===== src/rtl/core/cel_pkg.sv =====
// Shared constants and the log table generator for the cross-entropy block.
package cel_pkg;

	localparam int DATA_WIDTH_DEF     = 16;
	localparam int FRAC_BITS_DEF      = 12;
	localparam int LOG_TABLE_BITS_DEF = 8;
	localparam int MIN_PREDICTION_DEF = 1;
	localparam int QUEUE_DEPTH_DEF    = 4;

	localparam int ACC_W    = 48;
	localparam int LOSS_W   = 40;
	localparam int LN_ENT_W = 16;

	localparam int                LN2_Q16 = 45426;
	localparam longint unsigned   LN2_Q32 = 64'd2977044472;

	// signed width of ln(p) in Q.16 for p in [1 LSB, 1.0]
	function automatic int ln_width(input int frac_bits);
		return $clog2((frac_bits + 1) * LN2_Q16) + 1;
	endfunction

	// queue entry: gradient, actual, ln, last
	function automatic int q_width(input int data_width, input int frac_bits);
		return 2 * data_width + 2 + ln_width(frac_bits);
	endfunction

	// ln(1 + idx/2^tbits) in Q.16 by bitwise log2 then scaling by ln2
	function automatic logic [LN_ENT_W-1:0] ln_entry(input int idx, input int tbits);
		logic [63:0] x;
		logic [63:0] y;
		logic [63:0] r;
		x = (64'd1 << 30) + (64'(idx) << (30 - tbits));
		y = '0;
		for (int b = 1; b <= 32; b++) begin
			x = (x * x) >> 30;
			if (x >= (64'd2 << 30)) begin
				x = x >> 1;
				y = y | (64'd1 << (32 - b));
			end
		end
		r = (y * LN2_Q32 + (64'd1 << 47)) >> 48;
		return r[LN_ENT_W-1:0];
	endfunction

endpackage


===== src/rtl/core/cross_entropy_loss_gradient.sv =====
// Top level of the cross-entropy loss and gradient block.
//
//   channel | direction | handshake           | payload
//   --------+-----------+---------------------+-----------------------------------
//   in      | request   | in_valid / in_stall | prediction, actual, last_element
//   out     | result    | out_valid/out_stall | gradient, loss, loss_valid
//
// One request a cycle is sustained while out_stall stays low; each result passes through
// the front register, the queue, the multiplier stage, the accumulate stage and the
// output register.
// Reset clears valid flags, queue pointers and the running sum; payload is not reset.
// A held result (out_stall high) holds the whole back end; the queue of QUEUE_DEPTH
// entries and the front register then fill, and in_stall rises once both are full.
module cross_entropy_loss_gradient #(
	parameter int DATA_WIDTH     = cel_pkg::DATA_WIDTH_DEF,
	parameter int FRAC_BITS      = cel_pkg::FRAC_BITS_DEF,
	parameter int LOG_TABLE_BITS = cel_pkg::LOG_TABLE_BITS_DEF,
	parameter int MIN_PREDICTION = cel_pkg::MIN_PREDICTION_DEF,
	parameter int QUEUE_DEPTH    = cel_pkg::QUEUE_DEPTH_DEF
) (
	input  logic                              clk,
	input  logic                              arst_n,
	input  logic                              in_valid,
	output logic                              in_stall,
	input  logic signed [DATA_WIDTH-1:0]      prediction,
	input  logic signed [DATA_WIDTH-1:0]      actual,
	input  logic                              last_element,
	output logic                              out_valid,
	input  logic                              out_stall,
	output logic signed [DATA_WIDTH:0]        gradient,
	output logic signed [cel_pkg::LOSS_W-1:0] loss,
	output logic                              loss_valid
);

	localparam int Q_W = cel_pkg::q_width(DATA_WIDTH, FRAC_BITS);

	logic           push_valid;
	logic           push_stall;
	logic [Q_W-1:0] push_data;
	logic           pop_valid;
	logic           pop_stall;
	logic [Q_W-1:0] pop_data;

	cel_front #(
		.DATA_WIDTH     (DATA_WIDTH),
		.FRAC_BITS      (FRAC_BITS),
		.LOG_TABLE_BITS (LOG_TABLE_BITS),
		.MIN_PREDICTION (MIN_PREDICTION)
	) u_front (
		.clk          (clk),
		.arst_n       (arst_n),
		.in_valid     (in_valid),
		.in_stall     (in_stall),
		.prediction   (prediction),
		.actual       (actual),
		.last_element (last_element),
		.push_valid   (push_valid),
		.push_stall   (push_stall),
		.push_data    (push_data)
	);

	cel_queue #(
		.WIDTH (Q_W),
		.DEPTH (QUEUE_DEPTH)
	) u_queue (
		.clk        (clk),
		.arst_n     (arst_n),
		.push_valid (push_valid),
		.push_stall (push_stall),
		.push_data  (push_data),
		.pop_valid  (pop_valid),
		.pop_stall  (pop_stall),
		.pop_data   (pop_data)
	);

	cel_back #(
		.DATA_WIDTH (DATA_WIDTH),
		.FRAC_BITS  (FRAC_BITS)
	) u_back (
		.clk        (clk),
		.arst_n     (arst_n),
		.pop_valid  (pop_valid),
		.pop_stall  (pop_stall),
		.pop_data   (pop_data),
		.out_valid  (out_valid),
		.out_stall  (out_stall),
		.gradient   (gradient),
		.loss       (loss),
		.loss_valid (loss_valid)
	);

endmodule


===== src/rtl/core/cel_front.sv =====
// Front end: takes requests, clamps the prediction and forms gradient and ln(p).
module cel_front #(
	parameter int DATA_WIDTH     = cel_pkg::DATA_WIDTH_DEF,
	parameter int FRAC_BITS      = cel_pkg::FRAC_BITS_DEF,
	parameter int LOG_TABLE_BITS = cel_pkg::LOG_TABLE_BITS_DEF,
	parameter int MIN_PREDICTION = cel_pkg::MIN_PREDICTION_DEF
) (
	input  logic                                              clk,
	input  logic                                              arst_n,
	input  logic                                              in_valid,
	output logic                                              in_stall,
	input  logic signed [DATA_WIDTH-1:0]                      prediction,
	input  logic signed [DATA_WIDTH-1:0]                      actual,
	input  logic                                              last_element,
	output logic                                              push_valid,
	input  logic                                              push_stall,
	output logic [cel_pkg::q_width(DATA_WIDTH, FRAC_BITS)-1:0] push_data
);

	localparam int LN_W  = cel_pkg::ln_width(FRAC_BITS);
	localparam int PC_W  = FRAC_BITS + 1;
	localparam int CMP_W = (DATA_WIDTH > FRAC_BITS + 2) ? DATA_WIDTH : FRAC_BITS + 2;
	localparam int K_W   = $clog2(PC_W);
	localparam int TAB_N = 1 << LOG_TABLE_BITS;
	localparam int SH_W  = PC_W + LOG_TABLE_BITS;

	localparam logic signed [CMP_W-1:0] P_MIN = CMP_W'(MIN_PREDICTION);
	localparam logic signed [CMP_W-1:0] P_ONE = CMP_W'(64'd1 << FRAC_BITS);

	logic                          adv;
	logic signed [CMP_W-1:0]       p_ext;
	logic [PC_W-1:0]               pc;
	logic                          valid_s1;
	logic [PC_W-1:0]               pc_s1;
	logic signed [DATA_WIDTH-1:0]  pred_s1;
	logic signed [DATA_WIDTH-1:0]  act_s1;
	logic                          last_s1;
	logic signed [DATA_WIDTH:0]    grad;
	logic [K_W-1:0]                k;
	logic [K_W-1:0]                dk;
	logic [SH_W-1:0]               sh;
	logic [LOG_TABLE_BITS-1:0]     m;
	logic [LN_W-1:0]               ln;
	logic [cel_pkg::LN_ENT_W-1:0]  ln_tab [TAB_N];

	for (genvar i = 0; i < TAB_N; i++) begin : g_tab
		localparam logic [cel_pkg::LN_ENT_W-1:0] ENTRY = cel_pkg::ln_entry(i, LOG_TABLE_BITS);
		assign ln_tab[i] = ENTRY;
	end

	assign adv      = !valid_s1 || !push_stall;
	assign in_stall = !adv;

	assign p_ext = CMP_W'(prediction);

	always_comb begin
		if (p_ext < P_MIN) begin
			pc = PC_W'(P_MIN);
		end else if (p_ext > P_ONE) begin
			pc = PC_W'(P_ONE);
		end else begin
			pc = PC_W'(p_ext);
		end
	end

	always_ff @(posedge clk or negedge arst_n) begin
		if (!arst_n) begin
			valid_s1 <= 1'b0;
		end else if (adv) begin
			valid_s1 <= in_valid;
		end
	end

	always_ff @(posedge clk) begin
		if (adv && in_valid) begin
			pc_s1   <= pc;
			pred_s1 <= prediction;
			act_s1  <= actual;
			last_s1 <= last_element;
		end
	end

	assign grad = (DATA_WIDTH + 1)'(pred_s1) - (DATA_WIDTH + 1)'(act_s1);

	// leading-one position of the clamped prediction
	always_comb begin
		k = '0;
		for (int i = 0; i < PC_W; i++) begin
			if (pc_s1[i]) begin
				k = K_W'(i);
			end
		end
	end

	// mantissa bits just below the leading one, zero-filled
	assign sh = {pc_s1, {LOG_TABLE_BITS{1'b0}}} >> k;
	assign m  = sh[LOG_TABLE_BITS-1:0];
	assign dk = K_W'(FRAC_BITS) - k;
	assign ln = LN_W'(ln_tab[m]) - LN_W'(dk) * LN_W'(cel_pkg::LN2_Q16);

	assign push_valid = valid_s1;
	assign push_data  = {grad, act_s1, ln, last_s1};

endmodule


===== src/rtl/core/cel_queue.sv =====
// Small register queue between front and back ends.
module cel_queue #(
	parameter int WIDTH = 8,
	parameter int DEPTH = cel_pkg::QUEUE_DEPTH_DEF
) (
	input  logic             clk,
	input  logic             arst_n,
	input  logic             push_valid,
	output logic             push_stall,
	input  logic [WIDTH-1:0] push_data,
	output logic             pop_valid,
	input  logic             pop_stall,
	output logic [WIDTH-1:0] pop_data
);

	localparam int PTR_W = $clog2(DEPTH);
	localparam int CNT_W = $clog2(DEPTH + 1);

	logic [WIDTH-1:0] mem_q [DEPTH];
	logic [PTR_W-1:0] wr_ptr_q;
	logic [PTR_W-1:0] rd_ptr_q;
	logic [CNT_W-1:0] count_q;
	logic             push;
	logic             pop;

	assign push_stall = (count_q == CNT_W'(DEPTH));
	assign pop_valid  = (count_q != '0);
	assign push       = push_valid && !push_stall;
	assign pop        = pop_valid && !pop_stall;
	assign pop_data   = mem_q[rd_ptr_q];

	always_ff @(posedge clk or negedge arst_n) begin
		if (!arst_n) begin
			wr_ptr_q <= '0;
			rd_ptr_q <= '0;
			count_q  <= '0;
		end else begin
			if (push) begin
				wr_ptr_q <= wr_ptr_q + PTR_W'(1);
			end
			if (pop) begin
				rd_ptr_q <= rd_ptr_q + PTR_W'(1);
			end
			if (push && !pop) begin
				count_q <= count_q + CNT_W'(1);
			end else if (pop && !push) begin
				count_q <= count_q - CNT_W'(1);
			end
		end
	end

	always_ff @(posedge clk) begin
		if (push) begin
			mem_q[wr_ptr_q] <= push_data;
		end
	end

endmodule


===== src/rtl/core/cel_back.sv =====
// Back end: multiply, round and accumulate, then present gradient and loss.
module cel_back #(
	parameter int DATA_WIDTH = cel_pkg::DATA_WIDTH_DEF,
	parameter int FRAC_BITS  = cel_pkg::FRAC_BITS_DEF
) (
	input  logic                                              clk,
	input  logic                                              arst_n,
	input  logic                                              pop_valid,
	output logic                                              pop_stall,
	input  logic [cel_pkg::q_width(DATA_WIDTH, FRAC_BITS)-1:0] pop_data,
	output logic                                              out_valid,
	input  logic                                              out_stall,
	output logic signed [DATA_WIDTH:0]                        gradient,
	output logic signed [cel_pkg::LOSS_W-1:0]                 loss,
	output logic                                              loss_valid
);

	localparam int Q_W    = cel_pkg::q_width(DATA_WIDTH, FRAC_BITS);
	localparam int LN_W   = cel_pkg::ln_width(FRAC_BITS);
	localparam int ACC_W  = cel_pkg::ACC_W;
	localparam int LOSS_W = cel_pkg::LOSS_W;
	localparam int PROD_W = DATA_WIDTH + LN_W;
	localparam int RND_W  = PROD_W + 1 - FRAC_BITS;
	localparam int SUM_W  = ((RND_W > ACC_W) ? RND_W : ACC_W) + 1;

	localparam logic signed [PROD_W:0] RND_HALF = (PROD_W + 1)'(64'd1 << (FRAC_BITS - 1));

	logic                          adv;
	logic signed [DATA_WIDTH:0]    grad_w;
	logic signed [DATA_WIDTH-1:0]  act_w;
	logic signed [LN_W-1:0]        ln_w;
	logic                          last_w;

	logic                          valid_s1;
	logic signed [PROD_W-1:0]      prod_s1;
	logic signed [DATA_WIDTH:0]    grad_s1;
	logic                          last_s1;

	logic signed [PROD_W:0]        rnd_add;
	logic signed [RND_W-1:0]       rnd;
	logic signed [SUM_W-1:0]       sum;
	logic signed [ACC_W-1:0]       sum_sat;
	logic signed [ACC_W-1:0]       acc_q;

	logic                          valid_s2;
	logic signed [ACC_W-1:0]       sum_s2;
	logic signed [DATA_WIDTH:0]    grad_s2;
	logic                          last_s2;

	logic signed [ACC_W:0]         neg;
	logic signed [LOSS_W-1:0]      loss_sat;

	logic                          out_valid_q;
	logic signed [DATA_WIDTH:0]    gradient_q;
	logic signed [LOSS_W-1:0]      loss_q;
	logic                          loss_valid_q;

	assign grad_w = pop_data[Q_W-1 -: DATA_WIDTH + 1];
	assign act_w  = pop_data[LN_W + DATA_WIDTH : LN_W + 1];
	assign ln_w   = pop_data[LN_W:1];
	assign last_w = pop_data[0];

	// the whole back end moves together whenever the output register frees
	assign adv       = !out_valid_q || !out_stall;
	assign pop_stall = !adv;

	// round half up to Q.16
	assign rnd_add = (PROD_W + 1)'(prod_s1) + RND_HALF;
	assign rnd     = RND_W'(rnd_add >>> FRAC_BITS);
	assign sum     = SUM_W'(rnd) + SUM_W'(acc_q);

	always_comb begin
		if ((&sum[SUM_W-1:ACC_W-1]) || !(|sum[SUM_W-1:ACC_W-1])) begin
			sum_sat = sum[ACC_W-1:0];
		end else if (sum[SUM_W-1]) begin
			sum_sat = {1'b1, {(ACC_W - 1){1'b0}}};
		end else begin
			sum_sat = {1'b0, {(ACC_W - 1){1'b1}}};
		end
	end

	assign neg = -((ACC_W + 1)'(sum_s2));

	always_comb begin
		if ((&neg[ACC_W:LOSS_W-1]) || !(|neg[ACC_W:LOSS_W-1])) begin
			loss_sat = neg[LOSS_W-1:0];
		end else if (neg[ACC_W]) begin
			loss_sat = {1'b1, {(LOSS_W - 1){1'b0}}};
		end else begin
			loss_sat = {1'b0, {(LOSS_W - 1){1'b1}}};
		end
	end

	always_ff @(posedge clk or negedge arst_n) begin
		if (!arst_n) begin
			valid_s1    <= 1'b0;
			valid_s2    <= 1'b0;
			out_valid_q <= 1'b0;
			acc_q       <= '0;
		end else if (adv) begin
			valid_s1    <= pop_valid;
			valid_s2    <= valid_s1;
			out_valid_q <= valid_s2;
			if (valid_s1) begin
				acc_q <= last_s1 ? '0 : sum_sat;
			end
		end
	end

	always_ff @(posedge clk) begin
		if (adv) begin
			prod_s1      <= act_w * ln_w;
			grad_s1      <= grad_w;
			last_s1      <= last_w;
			sum_s2       <= sum_sat;
			grad_s2      <= grad_s1;
			last_s2      <= last_s1;
			gradient_q   <= grad_s2;
			loss_q       <= last_s2 ? loss_sat : '0;
			loss_valid_q <= last_s2;
		end
	end

	assign out_valid  = out_valid_q;
	assign gradient   = gradient_q;
	assign loss       = loss_q;
	assign loss_valid = loss_valid_q;

endmodule


===== config.mk =====
export PLATFORM = sky130hd
export DESIGN_NAME = cross_entropy_loss_gradient
export DESIGN_NICKNAME = d
export VERILOG_FILES = /design/src/rtl/core/cel_pkg.sv /design/src/rtl/core/cross_entropy_loss_gradient.sv /design/src/rtl/core/cel_front.sv /design/src/rtl/core/cel_queue.sv /design/src/rtl/core/cel_back.sv
export SDC_FILE = /design/constraint.sdc
export NUM_CORES = 2
export LEC_CHECK = 0
export BUFFER_PORTS_ARGS = -buffer_cell sky130_fd_sc_hd__clkbuf_2
export CORE_ASPECT_RATIO = 1.25
export CORE_MARGIN = 3
export CORE_UTILIZATION = 59
export CTS_CLUSTER_DIAMETER = 60
export DETAILED_ROUTE_END_ITERATION = 6
export PLACE_DENSITY = 0.8
export SYNTH_ARGS = -nofsm -noshare
export SYNTH_HDL_FRONTEND = slang
export SYNTH_SLANG_ARGS = --single-unit

===== constraint.sdc =====
create_clock -name clk -period 8.1 [get_ports clk]
set_input_delay 0.405 -clock clk [delete_from_list [all_inputs] [get_ports clk]]
set_output_delay 0.405 -clock clk [all_outputs]
set_load 0.01 [all_outputs]

==> run_summary.xml <==
<?xml version="1.0" encoding="UTF-8"?>
<metrics>
  <group name="outcome">
    <metric name="outcome" unit="">completed</metric>
  </group>
  <group name="setup_path">
    <metric name="timing.critical_path.buf_inv" unit="">7</metric>
    <metric name="arrival" unit="ps">8220</metric>
    <metric name="worst_path_dominant_cell_family" unit="">adder cells</metric>
    <metric name="reg2reg_depth" unit="">27</metric>
    <metric name="timing.critical_path.fanout_max" unit="">11</metric>
    <metric name="reg2reg_from" unit="">u_queue.rd_ptr_q[0]</metric>
    <metric name="start_kind" unit="">flop</metric>
    <metric name="reg2reg_setup_slack" unit="ps">210</metric>
    <metric name="worst_path_max_delay_cell" unit="">sky130_fd_sc_hd__fa_1</metric>
    <metric name="worst_setup_path_end_kind" unit="">flop</metric>
    <metric name="r2r-end" unit="">u_back.prod_s1[36]</metric>
    <metric name="worstPathRequired" unit="ps">8430</metric>
    <metric name="worst_path_most_repeated_cell" unit="">sky130_fd_sc_hd__fa_1</metric>
    <metric name="setup.worst_path.class" unit="">flop to flop</metric>
    <metric name="critical_path.max_stage_delay" unit="ps">530</metric>
  </group>
  <group name="cts">
    <metric name="cts.clk_slew.worst_paths" unit="ps">80</metric>
    <metric name="cts_inserted_buffers" unit="">47</metric>
    <metric name="clk_latency" unit="ps">610</metric>
    <metric name="tritoncts_num_sinks" unit="">493</metric>
    <metric name="root_buffer" unit="">sky130_fd_sc_hd__clkbuf_16</metric>
    <metric name="cts_tree" unit="">yes</metric>
    <metric name="ctsLongestPathBuffers" unit="">3</metric>
    <metric name="ctsHtreeMaxLevel" unit="">2</metric>
  </group>
  <group name="die">
    <metric name="initial_utilization" unit="%">59.9</metric>
    <metric name="design.die.area" unit="mm2">0.0713</metric>
    <metric name="chipWidth" unit="um">239</metric>
    <metric name="coreArea" unit="mm2">0.0671</metric>
    <metric name="die-height" unit="um">298</metric>
    <metric name="io_pins" unit="">97</metric>
    <metric name="number_of_placement_rows" unit="">106</metric>
  </group>
  <group name="logic_synthesis">
    <metric name="syn_area" unit="mm2">0.0402</metric>
    <metric name="synth.yosys.seq_area_share" unit="%">36.1</metric>
    <metric name="ys.warnings.count" unit="">0</metric>
    <metric name="ys_seq_elements" unit="">493</metric>
    <metric name="primary_flip_flop_cell_chosen_by_synthesis_mapping" unit="">sky130_fd_sc_hd__edfxtp_1</metric>
    <metric name="synth_cells" unit="">3846</metric>
    <metric name="yosysUniqueCellTypes" unit="">106</metric>
    <metric name="synth_edf_count" unit="">434</metric>
    <metric name="postSynthAreaPerCell" unit="um2">10.4</metric>
    <metric name="synth_async_reset_ratio" unit="%">12.0</metric>
    <metric name="syn_nets" unit="">4449</metric>
  </group>
  <group name="min_path">
    <metric name="timing.hold.worst_path_depth" unit="">1</metric>
    <metric name="hold_class" unit="">input port to flop</metric>
    <metric name="hold_end" unit="">u_front.pred_s1[13]</metric>
    <metric name="hp-start" unit="">prediction[13]</metric>
  </group>
  <group name="placement">
    <metric name="detailed_place_hpwl" unit="mm">86.7</metric>
    <metric name="gp_routability_congestion" unit="">1.07</metric>
    <metric name="dp_cells" unit="">4809</metric>
    <metric name="post_dp_cell_area" unit="mm2">0.0425</metric>
    <metric name="io_buffers" unit="">96</metric>
  </group>
  <group name="sta">
    <metric name="slew_headroom" unit="%">4.12</metric>
    <metric name="maxClockFrequency" unit="MHz">127</metric>
    <metric name="fin_worst_skew" unit="ps">43.3</metric>
    <metric name="fin_crit_sh" unit="%">97.4</metric>
    <metric name="count_of_endpoints_failing_setup_in_the_final_report" unit="">0</metric>
    <metric name="min_period" unit="ps">7890</metric>
    <metric name="timing.setup.tns" unit="ps">0</metric>
    <metric name="tightest_slew" unit="ps">1430</metric>
    <metric name="slew_viols_final" unit="">0</metric>
    <metric name="timing.final.hold_violations" unit="">0</metric>
  </group>
  <group name="route">
    <metric name="drt-met1-wl" unit="mm">40.3</metric>
    <metric name="wirelength" unit="mm">119</metric>
    <metric name="route.met3.wl" unit="mm">8.04</metric>
    <metric name="dr.max_layer_used" unit="">met4</metric>
    <metric name="drc_errors" unit="">0</metric>
    <metric name="vias_per_cell" unit="">6.35</metric>
    <metric name="antenna_violating_nets_post_route" unit="">0</metric>
    <metric name="drt_pass1_iterations" unit="">6</metric>
    <metric name="dr.first_iter.drc_count" unit="">3128</metric>
    <metric name="wl_per_cell" unit="um">24.2</metric>
    <metric name="via_count" unit="">31298</metric>
    <metric name="wl_met2" unit="mm">60.4</metric>
  </group>
  <group name="global_route">
    <metric name="initial_antenna_violation_count" unit="">0</metric>
    <metric name="groute.usage.overall" unit="%">33.4</metric>
    <metric name="via_count_of_the_first_global_routing_pass" unit="">32388</metric>
    <metric name="grt_start_max_net_pins" unit="">110</metric>
    <metric name="wire_length_of_the_first_global_routing_pass" unit="mm">182</metric>
    <metric name="grt-ovfl-total" unit="">0</metric>
  </group>
  <group name="final_layout">
    <metric name="n_fill_cell" unit="">5018</metric>
    <metric name="finish.net_count" unit="">4633</metric>
    <metric name="postLayoutCellArea" unit="mm2">0.0445</metric>
    <metric name="final_util" unit="%">66.2</metric>
    <metric name="post_layout_nonfiller_instances" unit="">4931</metric>
    <metric name="post_route_cells_drive_above_1_share" unit="%">12.9</metric>
    <metric name="multi_input_comb_area" unit="mm2">0.0234</metric>
    <metric name="area_overhead_vs_synth" unit="%">10.6</metric>
    <metric name="area.sequential" unit="mm2">0.0145</metric>
  </group>
  <group name="run">
    <metric name="cap_viol_max_count" unit="">0</metric>
  </group>
</metrics>
routing by layer:
| metal | vias to the layer above | GRT usage (%) |
|---|---|---|
| li1 | 13788 | - |
| met1 | 15326 | 36.9 |
| met2 | 1648 | 59.3 |
| met3 | 536 | 4.50 |
| met4 | 0 | 23.2 |
| met5 | - | 0 |
per-stage QoR:
step | hold WS [ps] | setup slack, ps
floorplan | 109 | 87.1
global placement | 401 | 159
detailed placement | 407 | -44.1
CTS | 2.74 | 36.6
global route | 8.58 | -18.8
finish | 14.5 | 213
kinds of logic after synthesis:
group           synth area share [%]
simple gates                    13.1
fa+ha+maj                       24.4
compound gates                  12.6
buf+inv                         6.07
flops                           36.1
mux                             3.76
xor+xnor                        3.96
layout make-up:
type / count / share of cell area (%)
Multi-Input combinational cell: 2748 / 52.6
Clock buffer: 52 / 2.74
Antenna cell: 1 / 0.00563
Clock inverter: 33 / 0.819
Timing Repair Buffer: 328 / 5.28
Tap cell: 864 / 2.43
Inverter: 412 / 3.48
Sequential cell: 493 / 32.7
what timing repair did:
item,4_1_cts,5_1_grt
endpoints found under the setup margin,1,4
endpoints found under the hold margin,29,0
pin swaps,0,0
gates resized for setup,0,6
hold buffers,18,0
buffers inserted,1,15
gates cloned,0,2
synth_stat cells, drive strengths merged, types with 18 or more instances:
cell	n	area share, %
maj3	18	0.45
nor4	24	0.47
nand2	412	3.9
or3	26	0.45
mux4	47	2.6
nand2b	28	0.44
mux2i	28	0.71
a21o	52	0.97
ha	228	7.1
nor3	85	1.1
clkbuf	109	1.0
a211oi	35	0.67
dfrtp	59	3.7
a31oi	41	0.67
a21oi	152	1.9
and2	65	1.0
inv	410	3.8
buf	86	1.2
o211ai	31	0.61
o21ai	229	3.0
nor2	303	2.9
edfxtp	434	32
nand3	73	0.95
nor2b	45	0.70
o21a	22	0.41
xnor2	115	2.5
fa	338	17
and3	23	0.36
xor2	66	1.4
registers in the layout (all words and copies together), names as in the netlist, 17 cells and up:
| register | flops |
|---|---|
| u_back.loss | 40 |
| u_back.sum_s2 | 48 |
| u_back.gradient | 17 |
| u_back.grad_s1 | 17 |
| u_back.acc_q | 48 |
| u_queue.mem_q | 220 |
| u_back.prod_s1 | 26 |
| u_back.grad_s2 | 17 |
layout by cell type, fill, tap and decap left out, types with 19 or more instances in the layout:
cell type	Yosys	routed
sky130_fd_sc_hd__edfxtp_1	434	434
sky130_fd_sc_hd__o21a_1	22	21
sky130_fd_sc_hd__nor2_1	300	299
sky130_fd_sc_hd__fa_1	338	338
sky130_fd_sc_hd__mux4_2	47	47
sky130_fd_sc_hd__nand2_1	411	409
sky130_fd_sc_hd__and2_1	65	61
sky130_fd_sc_hd__a31oi_1	39	38
sky130_fd_sc_hd__a211oi_1	34	34
sky130_fd_sc_hd__dfrtp_1	59	57
sky130_fd_sc_hd__inv_1	404	404
sky130_fd_sc_hd__or3_1	22	21
sky130_fd_sc_hd__a21oi_1	151	151
sky130_fd_sc_hd__xnor2_1	114	114
sky130_fd_sc_hd__a21o_1	52	52
sky130_fd_sc_hd__nor3_1	82	82
sky130_fd_sc_hd__xor2_1	66	66
sky130_fd_sc_hd__clkbuf_2	1	96
sky130_fd_sc_hd__nand3_1	71	71
sky130_fd_sc_hd__o211ai_1	30	30
sky130_fd_sc_hd__o21ai_0	210	206
sky130_fd_sc_hd__mux2i_1	27	27
sky130_fd_sc_hd__clkbuf_16	0	48
sky130_fd_sc_hd__buf_4	15	205
sky130_fd_sc_hd__and3_1	23	23
sky130_fd_sc_hd__ha_1	228	227
sky130_fd_sc_hd__nor2b_1	45	44
sky130_fd_sc_hd__nand2b_1	28	28
sky130_fd_sc_hd__nor4_1	19	19
worst max-delay path by stage:
stage | slack (ps) | cells after the start | endpoint | start
2_1_floorplan | 90 | 31 | u_back.prod_s1[36] | u_queue.rd_ptr_q[0]
3_3_place_gp | 160 | 27 | u_back.prod_s1[36] | u_queue.rd_ptr_q[0]
3_5_place_dp | -40 | 27 | u_back.prod_s1[36] | u_queue.rd_ptr_q[0]
4_1_cts | 40 | 27 | u_back.prod_s1[36] | u_queue.rd_ptr_q[0]
5_1_grt | -20 | 28 | u_back.prod_s1[36] | u_queue.rd_ptr_q[0]
6_report | 210 | 27 | u_back.prod_s1[36] | u_queue.rd_ptr_q[0]
Power is left out: the tool's default activity adds up to more than one toggle a clock period on the data nets, which glitch-free logic cannot reach.
